$ cat src/rtl/srp_pkg.sv
// Shared constants, types and helpers for the shelf rectangle packer.
`timescale 1ns / 1ps
`default_nettype none
package srp_pkg;
	localparam int MAX_PAGES_DEF   = 8;
	localparam int MAX_SHELVES_DEF = 64;

	localparam logic [2:0] REG_PAGE_W = 3'd0;
	localparam logic [2:0] REG_PAGE_H = 3'd1;
	localparam logic [2:0] REG_LIMIT  = 3'd2;
	localparam logic [2:0] REG_PAD    = 3'd3;
	localparam logic [2:0] REG_INV_W  = 3'd4;
	localparam logic [2:0] REG_INV_H  = 3'd5;

	localparam logic CMD_INSERT = 1'b0;
	localparam logic CMD_REMOVE = 1'b1;

	typedef struct packed {
		logic [12:0] page_width;
		logic [12:0] page_height;
		logic [3:0]  page_limit;
		logic [7:0]  pad;
		logic [24:0] inv_width;
		logic [24:0] inv_height;
	} cfg_t;

	// one shelf entry: top row, height, filled width
	typedef struct packed {
		logic [12:0] top;
		logic [12:0] tall;
		logic [12:0] fill;
	} shelf_t;

	// saturate a rounded 1.16 coordinate
	function automatic logic [16:0] uv_sat(input logic [38:0] prod);
		logic [38:0] v;
		v = (prod + 39'd128) >> 8;
		uv_sat = (v > 39'd65536) ? 17'd65536 : v[16:0];
	endfunction
endpackage
`default_nettype wire

$ cat src/rtl/srp_cfg_regs.sv
// APB register block for the packer configuration.
`timescale 1ns / 1ps
`default_nettype none
module srp_cfg_regs
	import srp_pkg::*;
(
	input  wire logic        clk,
	input  wire logic        arst_n,
	input  wire logic        psel,
	input  wire logic        penable,
	input  wire logic        pwrite,
	input  wire logic [4:0]  paddr,
	input  wire logic [31:0] pwdata,
	output logic [31:0]      prdata,
	output logic             pready,
	output cfg_t             cfg
);
	cfg_t cfg_q;
	logic [2:0] idx;
	assign idx = paddr[4:2];
	assign pready = 1'b1;
	assign cfg = cfg_q;

	always_ff @(posedge clk or negedge arst_n) begin
		if (!arst_n) begin
			cfg_q.page_width  <= 13'd1024;
			cfg_q.page_height <= 13'd1024;
			cfg_q.page_limit  <= 4'd8;
			cfg_q.pad         <= 8'd0;
			cfg_q.inv_width   <= 25'd16384;
			cfg_q.inv_height  <= 25'd16384;
		end else if (psel && penable && pwrite) begin
			case (idx)
				REG_PAGE_W: cfg_q.page_width  <= pwdata[12:0];
				REG_PAGE_H: cfg_q.page_height <= pwdata[12:0];
				REG_LIMIT:  cfg_q.page_limit  <= pwdata[3:0];
				REG_PAD:    cfg_q.pad         <= pwdata[7:0];
				REG_INV_W:  cfg_q.inv_width   <= pwdata[24:0];
				REG_INV_H:  cfg_q.inv_height  <= pwdata[24:0];
				default: ;
			endcase
		end
	end

	always_comb begin
		case (idx)
			REG_PAGE_W: prdata = {19'd0, cfg_q.page_width};
			REG_PAGE_H: prdata = {19'd0, cfg_q.page_height};
			REG_LIMIT:  prdata = {28'd0, cfg_q.page_limit};
			REG_PAD:    prdata = {24'd0, cfg_q.pad};
			REG_INV_W:  prdata = {7'd0, cfg_q.inv_width};
			REG_INV_H:  prdata = {7'd0, cfg_q.inv_height};
			default:    prdata = 32'd0;
		endcase
	end
endmodule
`default_nettype wire

$ cat config.mk
export PLATFORM = sky130hd
export DESIGN_NAME = srp_cfg_regs
export DESIGN_NICKNAME = d
export VERILOG_FILES = /design/src/rtl/srp_pkg.sv /design/src/rtl/srp_cfg_regs.sv
export SDC_FILE = /design/constraint.sdc
export NUM_CORES = 1
export LEC_CHECK = 0
export ABC_AREA = 1
export BUFFER_PORTS_ARGS = -buffer_cell sky130_fd_sc_hd__buf_2
export CORE_AREA = 2 2 97 99
export CTS_CLUSTER_DIAMETER = 40
export DETAILED_ROUTE_END_ITERATION = 8
export DIE_AREA = 0 0 99 101
export PLACE_DENSITY_LB_ADDON = 0.12
export REMOVE_ABC_BUFFERS = 1
export SLEW_MARGIN = 20
export SYNTH_ARGS = -nofsm -noshare
export SYNTH_HDL_FRONTEND = slang
export SYNTH_SLANG_ARGS = --single-unit
$ cat constraint.sdc
create_clock -name clk -period 1.2 [get_ports clk]
set_input_delay 0.18 -clock clk [delete_from_list [all_inputs] [get_ports clk]]
set_output_delay 0.18 -clock clk [all_outputs]
set_load 0.01 [all_outputs]
* Yosys cells after proc, flatten, opt, wreduce, memory -nomap -nowiden
Cells that the tools add are included.
Storage, ports and cells: bits in registers 88, word-level logic and storage cells 21
Cells by class: equal/unequal tests 5, muxes and demuxes 1, reduce and logical (&&, ||, !) cells 9
Operators by type and width (number):
- one-hot mux 25 bit (6 select lines) | 1
- AND reduction 2 bit | 6
- == test 3 x 2 -> 1 bit (second input constant) | 2
- == test 3 bit (second input constant) | 2
- == test 3 x 1 -> 1 bit (second input constant) | 1
- logical NOT 3 bit | 1
- logical AND 1 bit | 2

* Logic depth before layout (Yosys ltp)
Gate-level depths: netlist of run 1.
depth after elaboration 3, gate-level depth with buffers 8

* Worst setup path before layout of run 1
OpenSTA, ideal clock, no wires.
path kind input port to output port, start in paddr[3], end out prdata[13], setup slack -0.015 ns, cell stages on the path 5, data required time 1.020 ns, data arrival time 1.035 ns, buffers on the path 2, path through buf_6 -> nor2_4 -> nand2_2 -> clkbuf_1 -> o22ai_1
Between the ends: word-level cells in the longest chain between the ends 2, elaborated cells on any way between the ends 7, those cells by class 5 x eq/ne; 1 x mux; 1 x reduce/logical
RTL lines:
- start, declared | RTL line srp_cfg_regs.sv:12 | input wire logic [4:0] paddr,
- == test 3 bit, or another cell as far along | RTL line srp_cfg_regs.sv:46 | case (idx)
- one-hot mux 25 bit (6 select lines) (*) | RTL line srp_cfg_regs.sv:46
- end, declared | RTL line srp_cfg_regs.sv:14 | output logic [31:0] prdata,
Every way passes the cells marked *; elsewhere a longest branch is shown, timed or not.

* Worst setup path in the final report of run 1
start reg cfg_q, in the netlist cfg[61], end out prdata[3]
Between the ends: word-level cells in the longest chain between the ends 1
RTL lines:
- start, declared | RTL line srp_cfg_regs.sv:18 | cfg_t cfg_q;
- one-hot mux 25 bit (6 select lines) | RTL line srp_cfg_regs.sv:46
No other way between the ends.

==> results of run 1 <==
how the worst max path moves through the flow:
stage | to | slack [ps] | cells after the start
floorplan | cfg[38]$_DFFE_PN0P_ | -220 | 4
global placement | prdata[5] | -120 | 9
detailed placement | cfg[42]$_DFFE_PN0P_ | -160 | 8
CTS | prdata[3] | -280 | 5
global route | prdata[3] | -370 | 5
finish | prdata[3] | -270 | 5
layer usage:
metal / track usage (%) / share of wire (%)
met1: 35.0 / 41
met2: 44.1 / 48
met3: 5.69 / 7.9
met4: 11.7 / 2.5
met5: 0 / 0
cell type report:
type,instances,share of cell area [%]
Sequential cell,88,33.4
Clock inverter,6,1.38
Inverter,49,2.89
Clock buffer,10,2.08
Tap cell,111,2.10
Multi-Input combinational cell,365,27.5
Timing Repair Buffer,244,30.7
kinds of logic after synthesis:
| kind of cell | synth area share, % |
|---|---|
| simple gates | 27.8 |
| compound gates | 10.9 |
| flops | 51.3 |
| buf+inv | 9.79 |
| other cells | 0.174 |
metrics by stage:
step                      total power, uW  setup TNS [ps]  util, %  std cells
after global routing                10300           -5630     73.8        873
after CTS                            9260           -3440     68.1        856
after detailed placement             6330           -8920     60.3        803
final                                9800           -3680     73.8        873
after floorplan                      5060           -8980        -        502
after global placement               6260           -6960     60.3        803
synth_stat cells (all sizes together):
master / number
dfstp: 5
conb: 2
nand2: 174
o22ai: 12
nand4: 26
nor2: 31
o21ai: 79
clkbuf: 11
inv: 49
buf: 27
dfrtp: 83
nand3: 35
repair_timing:
action / CTS / global route
endpoints found under the hold margin: 40 / 0
buffers inserted: 36 / 25
pin swaps: 39 / 29
gates cloned: 0 / 1
setup endpoints to repair: 30 / 63
gates resized for setup: 35 / 93
hold buffers: 1 / 0
power groups by stage:
stage	combinational (uW)	sequential, uW	clock [uW]
floorplan	763	4300	0
global placement	2210	4060	0
detailed placement	2270	4060	0
CTS	2920	3960	2390
global route	3670	4100	2530
finish	3380	4040	2370
critical path: stages (launching register included):
cell and delay [ps]:
sky130_fd_sc_hd__dfstp_2 550, sky130_fd_sc_hd__nand4_1 90, sky130_fd_sc_hd__nand2_1 70, sky130_fd_sc_hd__nor2_1 50, sky130_fd_sc_hd__nand2_1 50, sky130_fd_sc_hd__buf_2 120
==> flow_summary.yaml, run 1 <==
logic_synthesis:
  seq_area_frac_synth_pct: 51.3
  yosysWarningCount: 0
  synth_top_cells_by_area: "sky130_fd_sc_hd__dfrtp_1 (48%), sky130_fd_sc_hd__nand2_1 (15%), sky130_fd_sc_hd__o21ai_0 (8.7%)"
  ys_seq_elements: 88
  yosys.cell_types.count: 25
  netlist_instances: 534
  post-synth-top-area-cell: "sky130_fd_sc_hd__dfrtp_1"
  synth_largest_type_area_fraction_pct: 48.2
  post_synth_design_cell_area_sq_um: 4310
  syn_avg_cell_area_sq_um: 8.06
layout:
  antenna_cells: 0
  largest_reg_flops: 88
  post_route_cells_drive_above_1_share_pct: 40.7
  multi_input_comb_area_sq_um: 1820
  finish.instance_area_sq_um: 6620
  syn_to_final_growth_pct: 53.7
  fillerInstances: 676
  register_area_sq_um: 2210
  layout.cells.most_common: "sky130_fd_sc_hd__nand2_1"
  most_frequent_cells_in_the_layout: "sky130_fd_sc_hd__nand2_1 (169), sky130_fd_sc_hd__buf_2 (103), sky130_fd_sc_hd__dfrtp_1 (83), sky130_fd_sc_hd__buf_6 (77), sky130_fd_sc_hd__o21ai_0 (74)"
  layout.nets: 799
route:
  wirelength_um: 14200
  drt_pass1_iterations: 5
  routed_via_density: 5.30
  ant_nets: 0
  via_count: 4625
  drt_first_iter_violations: 238
  wire_per_inst_um: 16.3
  drt_drc_violations_left: 0
worst_setup_path:
  setup.worst_path.start: "cfg[61]$_DFFE_PN1P_"
  ff2ff_setup_slack_ps: 260
  crit_arrival_ps: 1290
  timing.reg2reg.worst_path_depth: 4
  cp_max_fo: 2
  setup.worst_path.class: "reg2out"
  timing.critical_path.from_type: "register"
  timing.rr.start: "cfg[61]$_DFFE_PN1P_"
  crit_required_ps: 1020
  crit_path_end_kind: "output pin"
  rr_endpoint: "cfg[61]$_DFFE_PN1P_"
sta:
  setup_viol: 33
  clock.fmax_ghz: 0.682
  postLayoutSetupSlackWorst_ps: -265
  post-route-period-util_pct: 122
  setup_repair_after_global_routing_missed_its_margin: "yes"
  report.final.slew_viol_count: 0
  whs_ps: 33.3
  clock_period_minus_final_worst_setup_slack_ps: 1470
  hold_violations: 0
  clock-skew-final_ps: 0
hold_path:
  min_to: "cfg[17]$_DFFE_PN0P_"
  hold_crit_class: "in2reg"
  holdCritStartpoint: "pwdata[17]"
  hold_path_depth: 3
status:
  status: "finished, violations left"
  violated_checks: "negative setup slack"
place:
  post-dp-hpwl_um: 9180
  placement_stage_worst_setup_slack_ps: -159
  dpl-instance-area_sq_um: 5410
  buffer_ports.inserted: 145
  gp_congestion: 0.828
floorplanning:
  placeableCoreArea_sq_um: 8980
  rows: 35
  chipHeight_um: 101
  die_x_um: 99
  initial_core_util_pct: 48.0
  die_area_sq_um: 10000
  num_io_pins: 163
global_routing:
  antenna_found_initial: 0
  grt-ovfl-total: 0
  number_of_global_route_vias_before_repair: 4427
  grt_pass1_wl_um: 21400
  grt_max_degree: 43
  grt.total_usage_pct: 27.0
power:
  power_density_over_the_cells_nw_per_um2: 1480
  power.switching_uw: 3230
  comb_power_share_pct: 34.5
  switching_share_pct: 33.0
  internal_pwr_total_uw: 6570
  part_of_the_total_power_dissipated_in_the_clock_network_pct: 24.2
  leakage_uw: 0.00352
  power_frac_seq_pct: 41.2
  peakVddDrop_uv: 776
clocking:
  cts_tree: "built"
  clock_tree.root_cell: "sky130_fd_sc_hd__clkbuf_8"
  clk_pin_slew_worst_paths_ps: 90
  clkSinkCount: 88
  clock_insertion_delay_worst_skew_ps: 350
  cts_buffer_depth: 2
  cts_inserted_buffers: 9
  h-tree-depth: 3
run:
  max_cap_viols: 0
No activity file was read; power rests on OpenSTA's default activity.
==> run 2: changes to the inputs <==
CORE_AREA = 2 2 107 109   (was 2 2 97 99)
DIE_AREA = 0 0 109 111   (was 0 0 99 101)
==> run 2 against run 1 <==
- register-to-register slack lost 70 ps
- the flow still finishes with violations (negative setup slack)
- cell area rose by 2.6%
- utilization is 12 points lower
- first-iteration DRC count is 27% higher
- die area is 21% higher
==> flow_summary.yaml, run 2 (synthesis results as in run 1) <==
route:
  routed_via_density: 4.91
  drt_first_iter_violations: 302
  via_count: 4514
  ant_nets: 0
  wirelength_um: 14600
  drt_pass1_iterations: 6
  wire_per_inst_um: 15.9
  drt_drc_violations_left: 0
clocking:
  cts_inserted_buffers: 9
  h-tree-depth: 3
  clk_pin_slew_worst_paths_ps: 60
  clock_tree.root_cell: "sky130_fd_sc_hd__clkbuf_16"
  cts_buffer_depth: 2
  clock_insertion_delay_worst_skew_ps: 340
  clkSinkCount: 88
  cts_tree: "built"
sta:
  setup_viol: 29
  hold_violations: 0
  report.final.slew_viol_count: 0
  post-route-period-util_pct: 122
  clock_period_minus_final_worst_setup_slack_ps: 1460
  finalSetupTns_ps: -2470
  clock-skew-final_ps: 0
  postLayoutSetupSlackWorst_ps: -263
  setup_repair_after_global_routing_missed_its_margin: "yes"
  clock.fmax_ghz: 0.683
worst_setup_path:
  timing.critical_path.cells: "nand4_1 -> nand2_1 -> nor2_2 -> nand2_1 -> buf_2"
  crit_path_frequent_cell: "sky130_fd_sc_hd__nand2_1"
  timing.critical_path.from_type: "register"
  setup.worst_path.class: "reg2out"
  cpMaxStageDelayCell: "sky130_fd_sc_hd__dfstp_2"
  crit_required_ps: 1020
  critPathMaxStageDelay_ps: 540
  crit_path_end_kind: "output pin"
  crit_arrival_ps: 1280
  cp_max_fo: 2
place:
  buffer_ports.inserted: 145
  post-dp-hpwl_um: 9720
  dpl-instance-area_sq_um: 5500
  gp_congestion: 0.838
floorplanning:
  die_x_um: 109
  placeableCoreArea_sq_um: 11100
  rows: 39
  initial_core_util_pct: 38.9
  die_area_sq_um: 12100
  num_io_pins: 163
  chipHeight_um: 111
global_routing:
  grt_pass1_wl_um: 22600
  grt_max_degree: 48
  grt-ovfl-total: 0
  antenna_found_initial: 0
  number_of_global_route_vias_before_repair: 4333
  grt.total_usage_pct: 24.5
power:
  finalPower_uw: 10100
  leakage_uw: 0.00362
  power_density_over_the_cells_nw_per_um2: 1480
  peakVddDrop_uv: 896
layout:
  layout.nets: 813
  largest_reg_flops: 88
  fillerInstances: 974
  syn_to_final_growth_pct: 57.8
  register_area_sq_um: 2210
  antenna_cells: 0
  layout.cells.most_common: "sky130_fd_sc_hd__nand2_1"
  finish.instance_area_sq_um: 6790
  multi_input_comb_area_sq_um: 1870
  most_frequent_cells_in_the_layout: "sky130_fd_sc_hd__nand2_1 (163), sky130_fd_sc_hd__buf_2 (108), sky130_fd_sc_hd__dfrtp_1 (83), sky130_fd_sc_hd__buf_4 (81), sky130_fd_sc_hd__o21ai_0 (67)"
  post_route_cells_drive_above_1_share_pct: 43.7
run:
  max_cap_viols: 0
hold_path:
  hold_crit_class: "in2reg"
status:
  violated_checks: "negative setup slack"
  status: "finished, violations left"
run 2: changes by cell type in the layout (fill, tap and decap cells not counted), moves of 5 or more:
| cell | change |
|---|---|
| sky130_fd_sc_hd__buf_2 | +5 |
| sky130_fd_sc_hd__clkbuf_16 | +10 |
| sky130_fd_sc_hd__buf_4 | +32 |
| sky130_fd_sc_hd__o21ai_2 | +5 |
| sky130_fd_sc_hd__nand2_2 | +6 |
| sky130_fd_sc_hd__clkbuf_8 | -7 |
| sky130_fd_sc_hd__nand2_1 | -6 |
| sky130_fd_sc_hd__o21ai_0 | -7 |
| sky130_fd_sc_hd__buf_6 | -25 |
run 2: per-layer routing:
metal / part of all wire [%] / vias to the layer above / GRT usage (%)
li1: - / 2198 / -
met3: 8.0 / 20 / 5.41
met5: 0 / - / 0
met4: 1.8 / 0 / 9.23
met1: 42 / 2116 / 33.0
met2: 48 / 180 / 38.1
run 2: through the flow:
step / worst slack, ps / hold WS, ps / std cells / util [%]
3_5_place_dp: -182 / -12.2 / 841 / 49.6
2_1_floorplan: -215 / -116 / 502 / -
3_3_place_gp: -146 / -14.0 / 841 / 49.6
4_1_cts: -249 / 53.4 / 914 / 57.5
6_report: -263 / 52.1 / 919 / 61.3
5_1_grt: -310 / 62.6 / 919 / 61.3
run 2: path summary, 6_finish.rpt:
check | start | to | slack, ps | cells after the start
setup reg to reg | cfg[61]$_DFFE_PN1P_ | cfg[61]$_DFFE_PN1P_ | 190 | 5
max in group asynchronous | arst_n | cfg[72]$_DFFE_PN1P_ | 530 | 3
hold reg to reg | cfg[66]$_DFFE_PN0P_ | cfg[66]$_DFFE_PN0P_ | 500 | 2
setup / recovery | cfg[61]$_DFFE_PN1P_ | prdata[3] | -260 | 5
hold / removal | pwdata[14] | cfg[39]$_DFFE_PN1P_ | 50 | 3
min in group asynchronous | arst_n | cfg[65]$_DFFE_PN0P_ | 170 | 2
run 2: timing repair:
action                     in CTS  in global routing
gates resized for setup        38                 96
setup endpoints to repair      27                 58
hold buffers                    1                  0
buffers inserted               55                 12
cloned                          1                  2
hold endpoints to repair       83                  0
pin swaps                      45                 20
run 2: layout make-up:
cell class                      count  share of cell area, %
Clock buffer                       13                   3.98
Clock inverter                      3                  0.221
Inverter                           49                   2.85
Multi-Input combinational cell    365                   27.5
Sequential cell                    88                   32.5
Tap cell                          143                   2.63
Timing Repair Buffer              258                   30.3
run 2: power by group:
part	internal [uW]	switching, uW
clock network	1560	1140
registers	3600	412
logic	1690	1660
run 2: critical path, delay by kind of cell (launching register included):
family | cells | cell delay (ps)
DFF | 1 | 540
buffers and inverters | 1 | 120
and+or+nand+nor | 4 | 290
